--- src/design/glyph_color_expander_core_macros.svh ---
// Assertion macros for the glyph color expander, used by gce_back.
// Each macro expects signals named clk and arst_n in the module that uses it.
`ifndef GLYPH_COLOR_EXPANDER_CORE_MACROS_SVH
`define GLYPH_COLOR_EXPANDER_CORE_MACROS_SVH

// Same-cycle implication, checked outside reset.
`define GCE_ASSERT_IMPL(label, ante, cons, msg) \
	label: assert property (@(posedge clk) disable iff (!arst_n) (ante) |-> (cons)) \
		else $error(msg);

// Next-cycle implication, checked outside reset.
`define GCE_ASSERT_NEXT(label, ante, cons, msg) \
	label: assert property (@(posedge clk) disable iff (!arst_n) (ante) |=> (cons)) \
		else $error(msg);

`endif

--- src/design/gce_pkg.sv ---
// Package of the glyph color expander: register map, depth modes, queue entry type.
// Used by every module of the block; depends on nothing.
package gce_pkg;

	localparam int MAX_GLYPH_WIDTH  = 32;
	localparam int MAX_GLYPH_HEIGHT = 64;

	localparam int ADDR_W = 5;
	localparam int DATA_W = 32;

	localparam int FIFO_DEPTH = 4;
	localparam int FIFO_PTR_W = $clog2(FIFO_DEPTH);

	localparam logic [2:0] REG_DEPTH_MODE   = 3'd0;
	localparam logic [2:0] REG_GLYPH_WIDTH  = 3'd1;
	localparam logic [2:0] REG_GLYPH_HEIGHT = 3'd2;
	localparam logic [2:0] REG_INK_COLOR    = 3'd3;
	localparam logic [2:0] REG_PAPER_COLOR  = 3'd4;

	localparam logic [3:0] PAIRS_PER_BYTE = 4'd4;
	localparam logic [3:0] BITS_PER_BYTE  = 4'd8;

	typedef enum logic [1:0] {
		DEPTH_4BPP  = 2'd0,
		DEPTH_8BPP  = 2'd1,
		DEPTH_16BPP = 2'd2,
		DEPTH_32BPP = 2'd3
	} depth_mode_t;

	typedef struct packed {
		depth_mode_t depth_mode;
		logic [5:0]  eff_width;
		logic [6:0]  eff_height;
		logic [31:0] ink_color;
		logic [31:0] paper_color;
		logic        clear;
	} cfg_t;

	typedef struct packed {
		logic [7:0] data;
		logic [3:0] count;
		logic       ends_row;
		logic       ends_glyph;
	} job_t;

endpackage

--- src/design/glyph_color_expander_core.sv ---
// Top level of the glyph color expander: register file, front part, queue and back part.
// Depends on gce_pkg, gce_regs, gce_front, gce_fifo and gce_back.
//
// Channel    Handshake                  Payload
// config     psel/penable/pwrite/pready paddr, pwdata, prdata
// bytes in   byte_valid / byte_stall    glyph_byte
// words out  pixel_valid / pixel_stall  pixel_word, last_of_byte, row_end, glyph_end
//
// The back part sends one word per cycle unless pixel_stall holds the output; a byte gives four words at 4 bpp and
// one to eight words (the row bits it covers) in the other modes.
// A four-entry queue lets bytes enter while earlier ones are still being expanded.
// Reset restores the register defaults, clears the row and glyph position and empties the queue.
// pixel_stall holds the output register; byte_stall rises only when the queue is full.
module glyph_color_expander_core (
	input  logic                       clk,
	input  logic                       arst_n,
	input  logic                       psel,
	input  logic                       penable,
	input  logic                       pwrite,
	input  logic [gce_pkg::ADDR_W-1:0] paddr,
	input  logic [gce_pkg::DATA_W-1:0] pwdata,
	output logic [gce_pkg::DATA_W-1:0] prdata,
	output logic                       pready,
	input  logic                       byte_valid,
	output logic                       byte_stall,
	input  logic [7:0]                 glyph_byte,
	output logic                       pixel_valid,
	input  logic                       pixel_stall,
	output logic [31:0]                pixel_word,
	output logic                       last_of_byte,
	output logic                       row_end,
	output logic                       glyph_end
);

	gce_pkg::cfg_t cfg;
	gce_pkg::job_t push_job;
	gce_pkg::job_t head;
	logic          push;
	logic          pop;
	logic          full;
	logic          empty;

	gce_regs u_regs (
		.clk     (clk),
		.arst_n  (arst_n),
		.psel    (psel),
		.penable (penable),
		.pwrite  (pwrite),
		.paddr   (paddr),
		.pwdata  (pwdata),
		.prdata  (prdata),
		.pready  (pready),
		.cfg     (cfg)
	);

	gce_front u_front (
		.clk        (clk),
		.arst_n     (arst_n),
		.cfg        (cfg),
		.byte_valid (byte_valid),
		.glyph_byte (glyph_byte),
		.queue_full (full),
		.byte_stall (byte_stall),
		.push       (push),
		.push_job   (push_job)
	);

	gce_fifo u_fifo (
		.clk      (clk),
		.arst_n   (arst_n),
		.push     (push),
		.push_job (push_job),
		.pop      (pop),
		.head     (head),
		.full     (full),
		.empty    (empty)
	);

	gce_back u_back (
		.clk          (clk),
		.arst_n       (arst_n),
		.cfg          (cfg),
		.head         (head),
		.empty        (empty),
		.pop          (pop),
		.pixel_valid  (pixel_valid),
		.pixel_stall  (pixel_stall),
		.pixel_word   (pixel_word),
		.last_of_byte (last_of_byte),
		.row_end      (row_end),
		.glyph_end    (glyph_end)
	);

endmodule

--- src/design/gce_regs.sv ---
// Configuration register file of the glyph color expander with its APB-style port.
// Depends on gce_pkg; feeds the front and back parts through gce_pkg::cfg_t.
module gce_regs (
	input  logic                        clk,
	input  logic                        arst_n,
	input  logic                        psel,
	input  logic                        penable,
	input  logic                        pwrite,
	input  logic [gce_pkg::ADDR_W-1:0]  paddr,
	input  logic [gce_pkg::DATA_W-1:0]  pwdata,
	output logic [gce_pkg::DATA_W-1:0]  prdata,
	output logic                        pready,
	output gce_pkg::cfg_t               cfg
);

	logic [1:0]  depth_mode_q;
	logic [5:0]  width_q;
	logic [6:0]  height_q;
	logic [31:0] ink_color_q;
	logic [31:0] paper_color_q;
	logic [2:0]  index;
	logic        wr_en;
	logic        wr_hit;

	assign pready = 1'b1;
	assign index  = paddr[4:2];
	assign wr_en  = psel && penable && pwrite && pready;
	assign wr_hit = wr_en && (index <= gce_pkg::REG_PAPER_COLOR);

	always_ff @(posedge clk or negedge arst_n) begin
		if (!arst_n) begin
			depth_mode_q  <= 2'd1;
			width_q       <= 6'd8;
			height_q      <= 7'd16;
			ink_color_q   <= 32'h00FF_FFFF;
			paper_color_q <= 32'h0000_0000;
		end else if (wr_en) begin
			unique case (index)
				gce_pkg::REG_DEPTH_MODE:   depth_mode_q  <= pwdata[1:0];
				gce_pkg::REG_GLYPH_WIDTH:  width_q       <= pwdata[5:0];
				gce_pkg::REG_GLYPH_HEIGHT: height_q      <= pwdata[6:0];
				gce_pkg::REG_INK_COLOR:    ink_color_q   <= pwdata;
				gce_pkg::REG_PAPER_COLOR:  paper_color_q <= pwdata;
				default: ;
			endcase
		end
	end

	always_comb begin
		unique case (index)
			gce_pkg::REG_DEPTH_MODE:   prdata = {30'd0, depth_mode_q};
			gce_pkg::REG_GLYPH_WIDTH:  prdata = {26'd0, width_q};
			gce_pkg::REG_GLYPH_HEIGHT: prdata = {25'd0, height_q};
			gce_pkg::REG_INK_COLOR:    prdata = ink_color_q;
			gce_pkg::REG_PAPER_COLOR:  prdata = paper_color_q;
			default:                   prdata = '0;
		endcase
	end

	always_comb begin
		cfg.depth_mode = gce_pkg::depth_mode_t'(depth_mode_q);
		priority if (width_q == 6'd0)
			cfg.eff_width = 6'd1;
		else if (width_q > 6'(gce_pkg::MAX_GLYPH_WIDTH))
			cfg.eff_width = 6'(gce_pkg::MAX_GLYPH_WIDTH);
		else
			cfg.eff_width = width_q;
		priority if (height_q == 7'd0)
			cfg.eff_height = 7'd1;
		else if (height_q > 7'(gce_pkg::MAX_GLYPH_HEIGHT))
			cfg.eff_height = 7'(gce_pkg::MAX_GLYPH_HEIGHT);
		else
			cfg.eff_height = height_q;
		cfg.ink_color   = ink_color_q;
		cfg.paper_color = paper_color_q;
		cfg.clear       = wr_hit;
	end

endmodule

--- src/design/gce_front.sv ---
// Front part of the glyph color expander: accepts bitmap bytes and tracks row and glyph position.
// Depends on gce_pkg; pushes one gce_pkg::job_t per byte into the queue.
module gce_front (
	input  logic          clk,
	input  logic          arst_n,
	input  gce_pkg::cfg_t cfg,
	input  logic          byte_valid,
	input  logic [7:0]    glyph_byte,
	input  logic          queue_full,
	output logic          byte_stall,
	output logic          push,
	output gce_pkg::job_t push_job
);

	// A stored bit count of zero stands for a fresh row of the full glyph width.
	logic [5:0] bits_left_q;
	logic [6:0] row_index_q;
	logic [5:0] left_eff;
	logic [3:0] nbits;
	logic [5:0] remain;
	logic [6:0] row_next;
	logic       ends_row;
	logic       ends_glyph;

	assign byte_stall = queue_full;
	assign push       = byte_valid && !byte_stall;

	always_comb begin
		if (bits_left_q == 6'd0 || bits_left_q > cfg.eff_width)
			left_eff = cfg.eff_width;
		else
			left_eff = bits_left_q;
		nbits      = (left_eff < 6'd8) ? left_eff[3:0] : gce_pkg::BITS_PER_BYTE;
		remain     = left_eff - {2'd0, nbits};
		ends_row   = (remain == 6'd0);
		row_next   = row_index_q + 7'd1;
		ends_glyph = ends_row && (row_next >= cfg.eff_height);
	end

	always_comb begin
		push_job.data       = glyph_byte;
		push_job.count      = (cfg.depth_mode == gce_pkg::DEPTH_4BPP) ?
		                      gce_pkg::PAIRS_PER_BYTE : nbits;
		push_job.ends_row   = ends_row;
		push_job.ends_glyph = ends_glyph;
	end

	always_ff @(posedge clk or negedge arst_n) begin
		if (!arst_n) begin
			bits_left_q <= 6'd0;
			row_index_q <= 7'd0;
		end else if (cfg.clear) begin
			bits_left_q <= 6'd0;
			row_index_q <= 7'd0;
		end else if (push) begin
			bits_left_q <= remain;
			if (ends_glyph)
				row_index_q <= 7'd0;
			else if (ends_row)
				row_index_q <= row_next;
		end
	end

endmodule

--- src/design/gce_fifo.sv ---
// Short queue of classified bytes between the front and back parts of the glyph color expander.
// Depends on gce_pkg for its depth and entry type.
module gce_fifo (
	input  logic          clk,
	input  logic          arst_n,
	input  logic          push,
	input  gce_pkg::job_t push_job,
	input  logic          pop,
	output gce_pkg::job_t head,
	output logic          full,
	output logic          empty
);

	gce_pkg::job_t                 entries_q [gce_pkg::FIFO_DEPTH];
	logic [gce_pkg::FIFO_PTR_W-1:0] wr_ptr_q;
	logic [gce_pkg::FIFO_PTR_W-1:0] rd_ptr_q;
	logic [gce_pkg::FIFO_PTR_W:0]   fill_q;

	assign full  = (fill_q == (gce_pkg::FIFO_PTR_W+1)'(gce_pkg::FIFO_DEPTH));
	assign empty = (fill_q == '0);
	assign head  = entries_q[rd_ptr_q];

	always_ff @(posedge clk) begin
		if (push)
			entries_q[wr_ptr_q] <= push_job;
	end

	always_ff @(posedge clk or negedge arst_n) begin
		if (!arst_n) begin
			wr_ptr_q <= '0;
			rd_ptr_q <= '0;
			fill_q   <= '0;
		end else begin
			if (push)
				wr_ptr_q <= wr_ptr_q + (gce_pkg::FIFO_PTR_W)'(1);
			if (pop)
				rd_ptr_q <= rd_ptr_q + (gce_pkg::FIFO_PTR_W)'(1);
			unique case ({push, pop})
				2'b10:   fill_q <= fill_q + (gce_pkg::FIFO_PTR_W+1)'(1);
				2'b01:   fill_q <= fill_q - (gce_pkg::FIFO_PTR_W+1)'(1);
				default: ;
			endcase
		end
	end

endmodule

--- src/design/gce_back.sv ---
// Back part of the glyph color expander: turns queued bytes into pixel words, one per cycle unless pixel_stall holds.
// Depends on gce_pkg and the assertion macros in glyph_color_expander_core_macros.svh.
`include "glyph_color_expander_core_macros.svh"

module gce_back (
	input  logic          clk,
	input  logic          arst_n,
	input  gce_pkg::cfg_t cfg,
	input  gce_pkg::job_t head,
	input  logic          empty,
	output logic          pop,
	output logic          pixel_valid,
	input  logic          pixel_stall,
	output logic [31:0]   pixel_word,
	output logic          last_of_byte,
	output logic          row_end,
	output logic          glyph_end
);

	gce_pkg::job_t job_q;
	logic          busy_q;
	logic [2:0]    k_q;
	logic          out_valid_q;
	logic [31:0]   word_q;
	logic          last_q;
	logic          row_end_q;
	logic          glyph_end_q;
	logic          emit;
	logic          last;
	logic [31:0]   color;
	logic [3:0]    hi_nib;
	logic [3:0]    lo_nib;
	logic [31:0]   word;

	assign emit = busy_q && (!out_valid_q || !pixel_stall);
	assign last = (({1'b0, k_q} + 4'd1) == job_q.count);
	assign pop  = !empty && (!busy_q || (emit && last));

	always_comb begin
		color  = job_q.data[3'd7 - k_q] ? cfg.ink_color : cfg.paper_color;
		hi_nib = job_q.data[{~k_q[1:0], 1'b1}] ? cfg.ink_color[3:0] : cfg.paper_color[3:0];
		lo_nib = job_q.data[{~k_q[1:0], 1'b0}] ? cfg.ink_color[3:0] : cfg.paper_color[3:0];
		unique case (cfg.depth_mode)
			gce_pkg::DEPTH_4BPP:  word = {24'd0, hi_nib, lo_nib};
			gce_pkg::DEPTH_8BPP:  word = {24'd0, color[7:0]};
			gce_pkg::DEPTH_16BPP: word = {16'd0, color[15:0]};
			gce_pkg::DEPTH_32BPP: word = color;
			default:              word = color;
		endcase
	end

	always_ff @(posedge clk) begin
		if (pop)
			job_q <= head;
		if (emit) begin
			word_q      <= word;
			last_q      <= last;
			row_end_q   <= last && job_q.ends_row;
			glyph_end_q <= last && job_q.ends_glyph;
		end
	end

	always_ff @(posedge clk or negedge arst_n) begin
		if (!arst_n) begin
			busy_q      <= 1'b0;
			k_q         <= 3'd0;
			out_valid_q <= 1'b0;
		end else begin
			if (pop) begin
				busy_q <= 1'b1;
				k_q    <= 3'd0;
			end else if (emit) begin
				busy_q <= !last;
				k_q    <= k_q + 3'd1;
			end
			if (emit)
				out_valid_q <= 1'b1;
			else if (!pixel_stall)
				out_valid_q <= 1'b0;
		end
	end

	assign pixel_valid  = out_valid_q;
	assign pixel_word   = word_q;
	assign last_of_byte = last_q;
	assign row_end      = row_end_q;
	assign glyph_end    = glyph_end_q;

	`GCE_ASSERT_IMPL(a_glyph_end_ends_row, out_valid_q && glyph_end_q, row_end_q,
		"A glyph end must also end a row.")
	`GCE_ASSERT_IMPL(a_row_end_ends_byte, out_valid_q && row_end_q, last_q,
		"A row end must come on the last word of a byte.")
	`GCE_ASSERT_IMPL(a_index_in_range, busy_q, ({1'b0, k_q} < job_q.count),
		"The word index has run past the count of its byte.")
	`GCE_ASSERT_NEXT(a_emit_sets_valid, emit, out_valid_q,
		"An emitted word must show up on the output register.")

endmodule
--- config.mk ---
export PLATFORM = sky130hd
export DESIGN_NAME = glyph_color_expander_core
export DESIGN_NICKNAME = d
export VERILOG_FILES = /design/src/design/gce_pkg.sv /design/src/design/glyph_color_expander_core.sv /design/src/design/gce_regs.sv /design/src/design/gce_front.sv /design/src/design/gce_fifo.sv /design/src/design/gce_back.sv
export VERILOG_INCLUDE_DIRS = /design/src /design/src/design
export SDC_FILE = /design/constraint.sdc
export NUM_CORES = 1
export LEC_CHECK = 0
export BUFFER_PORTS_ARGS = -buffer_cell sky130_fd_sc_hd__buf_2
export CORE_UTILIZATION = 58
export DETAILED_ROUTE_END_ITERATION = 16
export HOLD_SLACK_MARGIN = 0.02
export PLACE_DENSITY = 0.87
export SLEW_MARGIN = 10
export SYNTH_ARGS = -nofsm -noshare
export SYNTH_HDL_FRONTEND = slang
export SYNTH_SLANG_ARGS = --single-unit
--- constraint.sdc ---
create_clock -name clk -period 4.6 [get_ports clk]
set_input_delay 0.23 -clock clk [delete_from_list [all_inputs] [get_ports clk]]
set_output_delay 0.23 -clock clk [all_outputs]
set_load 0.05 [all_outputs]
# --- Yosys cells after proc, flatten, opt, wreduce, memory -nomap -nowiden ---
# Memories as Yosys holds them, arrays and structs flattened. A register that Yosys moved wholly into a read port is not among the register bits.
# Cells that the tools add are included.
word_totals:
  memories: 1
  reg_bits: 139
  elab_cells: 118
  ram_bits: 56
  out_inout_bits: 70
op_classes:
  add_sub_neg: 9
  n_lt_le_gt_ge: 9
  bitwise: 1
  eq_ne: 12
  n_reduce_logical: 36
  muxes: 33
mem_list:
  columns: ["memory", "words", "width", "rd", "rd_ports_with_merged_regs", "write_ports", "line_no", "text"]
  rows:
  - ["u_fifo.entries_q", 4, 14, 1, 1, 1, "gce_fifo.sv:14", "gce_pkg::job_t entries_q [gce_pkg::FIFO_DEPTH];"]
ops:
  columns: ["op", "n"]
  rows:
  - ["32-bit case mux with 5 select lines", 1]
  - ["32-bit case mux with 4 select lines", 1]
  - ["7-bit two-way mux", 6]
  - ["32-bit two-way mux", 1]
  - ["6-bit two-way mux", 5]
  - ["6-bit logical NOT", 3]
  - ["4-bit two-way mux", 4]
  - ["3-bit by 4-bit < comparator with 1-bit output (second input constant)", 3]
  - ["2-bit AND reduction", 6]
  - ["1-bit logical AND", 10]
  - ["1-bit two-way mux", 9]
  - ["7-bit by 1-bit adder with 7-bit output (second input constant)", 1]
  - ["7-bit greater-or-equal comparator", 1]
  - ["7-bit greater-than comparator (second input constant)", 1]
  - ["7-bit logical NOT", 1]
  - ["3-bit by 1-bit adder with 3-bit output (second input constant)", 2]
  - ["2-bit == test (second input constant)", 3]
  - ["3-bit by 2-bit == test with 1-bit output (second input constant)", 2]
  - ["3-bit == test (second input constant)", 2]
  - ["6-bit greater-than comparator", 1]
  - ["6-bit greater-than comparator (second input constant)", 1]
  - ["1-bit logical NOT", 6]
  - ["3-bit logical NOT", 2]
  - ["6-bit by 4-bit < comparator with 1-bit output (second input constant)", 1]
  - ["19 further kinds", 27]

# --- Longest topological paths before layout ---
depth:
  word_depth: 14
  mapped_depth: 12

# --- Hierarchy ---
# From an unflattened synthesis, not the netlist that was laid out.
hier_totals:
  cells_unflattened: 708
  area_unflattened_um2: 10032.1
modules_own_cells:
  columns: ["mod", "area_each_um2", "instances", "seq_area_each_um2", "cells_each"]
  rows:
  - ["gce_regs", 3686.0, 1, 2010.7, 257]
  - ["gce_back", 2489.9, 1, 1596.5, 171]
  - ["gce_fifo", 2449.8, 1, 1856.8, 110]
  - ["gce_front", 1406.3, 1, 325.3, 170]

# --- Worst setup path before layout ---
# No wires, ideal clock.
synth_timing:
  path_type: "reg-to-reg"
  from: "reg u_back.k_q[0]"
  to: "reg u_fifo.fill_q[2] (netlist bit)"
  path_buffers: 0
  path_slack_ps: 1159
  stages_incl_launch_ff: 12
  t_arrival_ps: 3361
  setup_ps: 79
  cell_sequence: "dfrtp_1 -> ha_1 -> xor2_1 -> nor3_1 -> nand2_1 -> a21oi_1 -> ha_1 -> inv_1 -> fa_1 -> xor2_1 -> nor2_1 -> xor2_1"
synth_between:
  elab_chain_len: 7
  elab_cells_between_ends: 9
  cone_classes: "add/sub (1); eq/ne (3); mux (1); reduce/logical (4)"
synth_lines:
  columns: ["item", "line_no", "text"]
  rows:
  - ["from (decl)", "gce_back.sv:22", "logic [2:0] k_q;"]
  - ["from (signal assigned)", "gce_back.sv:74", "k_q <= k_q + 3'd1;"]
  - ["3-bit by 1-bit adder with 4-bit output *", "gce_back.sv:36", "assign last = (({1'b0, k_q} + 4'd1) == job_q.count);"]
  - ["4-bit == test *", "gce_back.sv:36", null]
  - ["net u_back.last", "gce_back.sv:29", "logic last;"]
  - ["1-bit logical AND *", "gce_back.sv:37", "assign pop = !empty && (!busy_q || (emit && last));"]
  - ["1-bit logical OR *", "gce_back.sv:37", null]
  - ["1-bit logical AND *", "gce_back.sv:37", null]
  - ["net pop", "glyph_color_expander_core.sv:39", "logic pop;"]
  - ["2-bit by 1-bit == test with 1-bit output or 2-bit == test (tied branches)", "gce_fifo.sv:38", "unique case ({push, pop})"]
  - ["3-bit case mux with 2 select lines or 2-bit nonzero test (tied branches)", null, null]
  - ["to (signal assigned)", "gce_fifo.sv:39", "2'b10: fill_q <= fill_q + (gce_pkg::FIFO_PTR_W+1)'(1);"]
  - ["to (signal assigned)", "gce_fifo.sv:40", "2'b01: fill_q <= fill_q - (gce_pkg::FIFO_PTR_W+1)'(1);"]
  - ["to (decl)", "gce_fifo.sv:17", "logic [gce_pkg::FIFO_PTR_W:0] fill_q;"]
# The timed path passes the listed nets; every way through them passes the cells marked *.
# A chain may end at the register's enable or synchronous reset.

# --- Worst setup path after layout ---
layout_timing:
  from: "reg u_regs.width_q[1]"
  to: "reg u_front.row_index_q[2]"
layout_between:
  elab_chain_len: 14
  elab_cells_between_ends: 17
  cone_classes: "add/sub (1); order compare (3); mux (7); reduce/logical (6)"
layout_lines:
  columns: ["item", "line_no", "text"]
  rows:
  - ["from (decl)", "gce_regs.sv:17", "logic [5:0] width_q;"]
  - ["from (signal assigned)", "gce_regs.sv:40", "gce_pkg::REG_GLYPH_WIDTH: width_q <= pwdata[5:0];"]
  - ["6-bit greater-than comparator", "gce_regs.sv:64", "else if (width_q > 6'(gce_pkg::MAX_GLYPH_WIDTH))"]
  - ["6-bit two-way mux", "gce_regs.sv:64", null]
  - ["6-bit two-way mux *", "gce_regs.sv:62", "priority if (width_q == 6'd0)"]
  - ["6-bit greater-than comparator", "gce_front.sv:29", "if (bits_left_q == 6'd0 || bits_left_q > cfg.eff_width)"]
  - ["1-bit logical OR", "gce_front.sv:29", null]
  - ["6-bit two-way mux *", "gce_front.sv:29", null]
  - ["6-bit by 4-bit < comparator with 1-bit output", "gce_front.sv:33", "nbits = (left_eff < 6'd8) ? left_eff[3:0] : gce_pkg::BITS_PER_BYTE;"]
  - ["4-bit two-way mux", "gce_front.sv:33", null]
  - ["6-bit by 4-bit subtractor with 6-bit output *", "gce_front.sv:34", "remain = left_eff - {2'd0, nbits};"]
  - ["6-bit logical NOT *", "gce_front.sv:35", "ends_row = (remain == 6'd0);"]
  - ["1-bit logical AND", "gce_front.sv:37", "ends_glyph = ends_row && (row_next >= cfg.eff_height);"]
  - ["7-bit two-way mux", "gce_front.sv:57", "if (ends_glyph)"]
  - ["7-bit two-way mux", "gce_front.sv:55", "end else if (push) begin"]
  - ["7-bit two-way mux", "gce_front.sv:52", "end else if (cfg.clear) begin"]
  - ["to (signal assigned)", "gce_front.sv:60", "row_index_q <= row_next;"]
  - ["to (decl)", "gce_front.sv:17", "logic [6:0] row_index_q;"]
# Mark *: on every way between the ends. The rest lies on a longest branch, timed or not. The select of a mux whose other input is x is not followed.

==> flow_summary_export.csv <==
group,metric,value,unit
synth,ys_top_cells_by_area,"edfxtp_1 (33%), dfrtp_1 (20%), mux2_2 (10%), dfstp_2 (7.3%), mux4_2 (4.2%)",
job,max_cap_violations,0,
routing,drc,0,
synth,netlist_top_cells_count,"edfxtp_1 (105), mux2_2 (89), dfrtp_1 (77), nor2_1 (42), nand2_1 (39)",
global_routing,track_usage,0.263,
floorplanning,die_area,17200,µm²
global_routing,grt.overflow.total,0,
sta,max_freq,295,MHz
sta,min_period,3.39,ns
place,place_area,10500,µm²
synth,async_flop_share,0.498,
floorplanning,start_util,0.601,
routing,wl_met3,1400,µm
routing,antenna_left,0,
critical_path,crit_path_start_kind,"flip-flop",
final_layout,area_growth,18.8,%
power,switchingPower,2.39,mW
synth,yosysMostFrequentCell,"edfxtp_1",
sta,rsz0062_at_grt,"false",
critical_path,crit_fanout,10,
clock_network,path_clk_slew,0.06,ns
worst_hold_path,hold_depth,2,
sta,tightest_slew,1.05,ns
power,powerDensity,594,nW/µm²
routing,routed_wirelength,22500,µm
final_layout,fin_cells,1068,
critical_path,crit_required,4.96,ns
global_routing,grt_pass1_vias,6729,
place,hpwl,14200,µm
place,dp_worst_setup_slack,1.27,ns
sta,skew,0.00778,ns
synth,yosysWarnings,0,
outcome,outcome,"finished, final reports clean",
synth,postSynthAreaPerCell,14.1,µm²
clock_network,clock_latency,0.48,ns
clock_network,cts_resized,0,
synth,synth_area,9690,µm²
routing,drt-met1-wl,9210,µm
place,port_buffers,118,
clock_network,cts-root-buf,"clkbuf_16",
critical_path,endpoint_kind,"flip-flop",
global_routing,grt_max_degree,80,
final_layout,design_area,11500,µm²
place,place_congestion,0.918,
critical_path,regToRegSetupSlack,1.21,ns
routing,met2_length,11400,µm
clock_network,numCtsBuffers,21,
floorplanning,rows,46,
sta,setup_viol,0,
routing,vias,6516,
floorplanning,core-area,16100,µm²
place,dp_cells,995,
global_routing,grt_antenna_before_repair,0,
synth,syn-num-nets,760,
synth,syn-instance-count,687,
clock_network,clk_path_buf_depth,3,
routing,first_pass_iters,5,
synth,ys_seq_area_frac,0.597,
final_layout,fillCellCount,967,
synth,synth_edf_count,105,
power,clkPwrFrac,0.243,
final_layout,multiInputGateArea,3720,µm²
final_layout,num_antenna_cells,0,
power,p_sw_frac,0.349,
floorplanning,pin_count,122,
power,p_leak,4.81,nW
sta,maxSlewViolCount,0,
synth,synth_cell_types,60,
synth,ys_ff_latch,209,
clock_network,tritoncts,"done",
synth,ys.flop_type,"edfxtp_1",
power,p_int,4.45,mW
power,ir_drop,316,µV
final_layout,drive_gt1_frac,0.364,
critical_path,crit_type,"flip-flop to flip-flop",
routing,vias_per_cell,6.10,
power,seqPwrFrac,0.420,
critical_path,cp.arrival,3.76,ns
routing,wl_per_cell,21.1,µm
synth,synth_top_area_frac,0.325,
critical_path,r2r_cells,10,
routing,drt_iter0_markers,622,
sta,hold_viol,0,
sta,setup_tns,0,ns
floorplanning,die_w,131,µm
final_layout,seq_area,5790,µm²
global_routing,grt_pass1_wl,35800,µm
synth,yosysTopAreaCell,"edfxtp_1",
worst_hold_path,hp-class,"primary input to flip-flop",
clock_network,htreeDepth,1,
sta,finalWorstSetupSlack,1.21,ns
clock_network,clock_sinks,209,
power,pwr-share-comb,0.337,
sta,relSlewSlack,0.302,
sta,fin_crit_sh,0.738,
final_layout,nets,911,
routing,dr.max_layer_used,"met4",
floorplanning,die_h,131,µm
-- cell usage in the layout (no fill, tap or decap), types with 2 or more instances in the layout --
| cell type | instances |
|---|---|
| nor2b_1 | 13 |
| nor2_1 | 41 |
| nand2_1 | 39 |
| a22o_1 | 29 |
| mux2_2 | 89 |
| o21ai_0 | 19 |
| a32o_1 | 3 |
| nand3b_1 | 3 |
| nand2b_1 | 4 |
| o211ai_1 | 4 |
| mux4_2 | 18 |
| clkinv_2 | 3 |
| xor2_1 | 8 |
| inv_1 | 13 |
| dfrtp_1 | 77 |
| o21a_1 | 3 |
| clkbuf_16 | 21 |
| clkbuf_8 | 2 |
| ha_1 | 20 |
| a21oi_1 | 21 |
| nor3_1 | 10 |
| buf_2 | 117 |
| a21o_1 | 2 |
| xnor2_1 | 8 |
| mux2i_1 | 35 |
| and3_1 | 2 |
| a22oi_1 | 7 |
| clkbuf_1 | 7 |
| o31a_1 | 3 |
| or4_1 | 3 |
| nand3_1 | 9 |
| buf_4 | 9 |
| inv_2 | 2 |
| edfxtp_1 | 105 |
| dlygate4sd3_1 | 36 |
| bufinv_16 | 2 |
| dfstp_2 | 27 |
| and2_1 | 6 |
-- sequential cells by signal, summed over array words and instances (netlist names), 7 cells and up --
| name | flops |
|---|---|
| u_back.job_q | 14 |
| u_back.pixel_word | 32 |
| u_fifo.entries_q | 56 |
| u_front.row_index_q | 7 |
| u_regs.height_q | 7 |
| u_regs.ink_color_q | 32 |
| u_regs.paper_color_q | 32 |
-- worst max-delay path: stages (launching register included) --
cell	delay (ns)
dfrtp_1	0.44
or4_1	0.53
a21oi_1	0.21
ha_1	0.23
nor2b_4	0.05
o21a_4	0.20
o31ai_4	0.50
a21oi_1	0.31
o2111ai_4	0.37
a21boi_1	0.17
a32o_1	0.26
-- power by group through the flow --
| stage | registers [mW] | logic [mW] | clock network (mW) |
|---|---|---|---|
| final | 2.88 | 2.30 | 1.66 |
| after global routing | 2.93 | 2.45 | 1.76 |
| after CTS | 2.87 | 2.28 | 1.69 |
| after detailed placement | 2.89 | 2.24 | 0 |
| after global placement | 2.85 | 2.13 | 0 |
| after floorplan | 2.90 | 1.65 | 0 |
-- worst paths after layout --
| check | from | to |
|---|---|---|
| setup / recovery | u_regs.width_q[1] | u_front.row_index_q[2] |
| hold / removal | pwdata[4] | u_regs.ink_color_q[4] |
| setup reg to reg | u_regs.width_q[1] | u_front.row_index_q[2] |
| hold reg to reg | u_fifo.fill_q[2] | u_fifo.fill_q[2] |
| max in group asynchronous | arst_n | u_regs.ink_color_q[3] |
| min in group asynchronous | arst_n | u_fifo.fill_q[0] |
-- layer usage --
metal / vias to the layer above / global-route usage
met1: 3297 / 0.350
met3: 46 / 0.0397
met2: 298 / 0.444
met4: 0 / 0.0872
met5: - / 0
li1: 2875 / -
-- through the flow --
step	power [mW]	util	hold slack, ns
floorplan	4.55	-	-0.0656
global placement	4.98	0.651	0.439
detailed placement	5.13	0.651	0.455
CTS	6.84	0.714	0.0218
global route	7.14	0.715	0.0375
finish	6.84	0.715	0.0411
-- what timing repair did --
action	in CTS	in global routing
hold buffers	35	1
buffers inserted	0	0
setup endpoints to repair	0	0
hold endpoints to repair	141	1
-- layout make-up --
cell class,instances,area share
Clock buffer,30,0.0503
Clock inverter,7,0.00760
Inverter,15,0.00489
Multi-Input combinational cell,429,0.323
Sequential cell,209,0.503
Tap cell,216,0.0235
Timing Repair Buffer,162,0.0880
-- kinds of logic (layout without fill, tap and decap cells) --
logic type / Yosys count / after routing / synth area share
AO/OA/AOI/OAI: 107 / 107 / 0.0852
XOR/XNOR: 16 / 16 / 0.0145
adder cells (fa/ha/maj): 21 / 21 / 0.0279
buffers and inverters: 49 / 214 / 0.0213
flip-flops: 209 / 209 / 0.597
multiplexers: 143 / 143 / 0.182
other: 1 / 1 / 0.000387
AND/OR/NAND/NOR: 141 / 141 / 0.0711
Note: power is estimated with default switching activity, not from simulation.
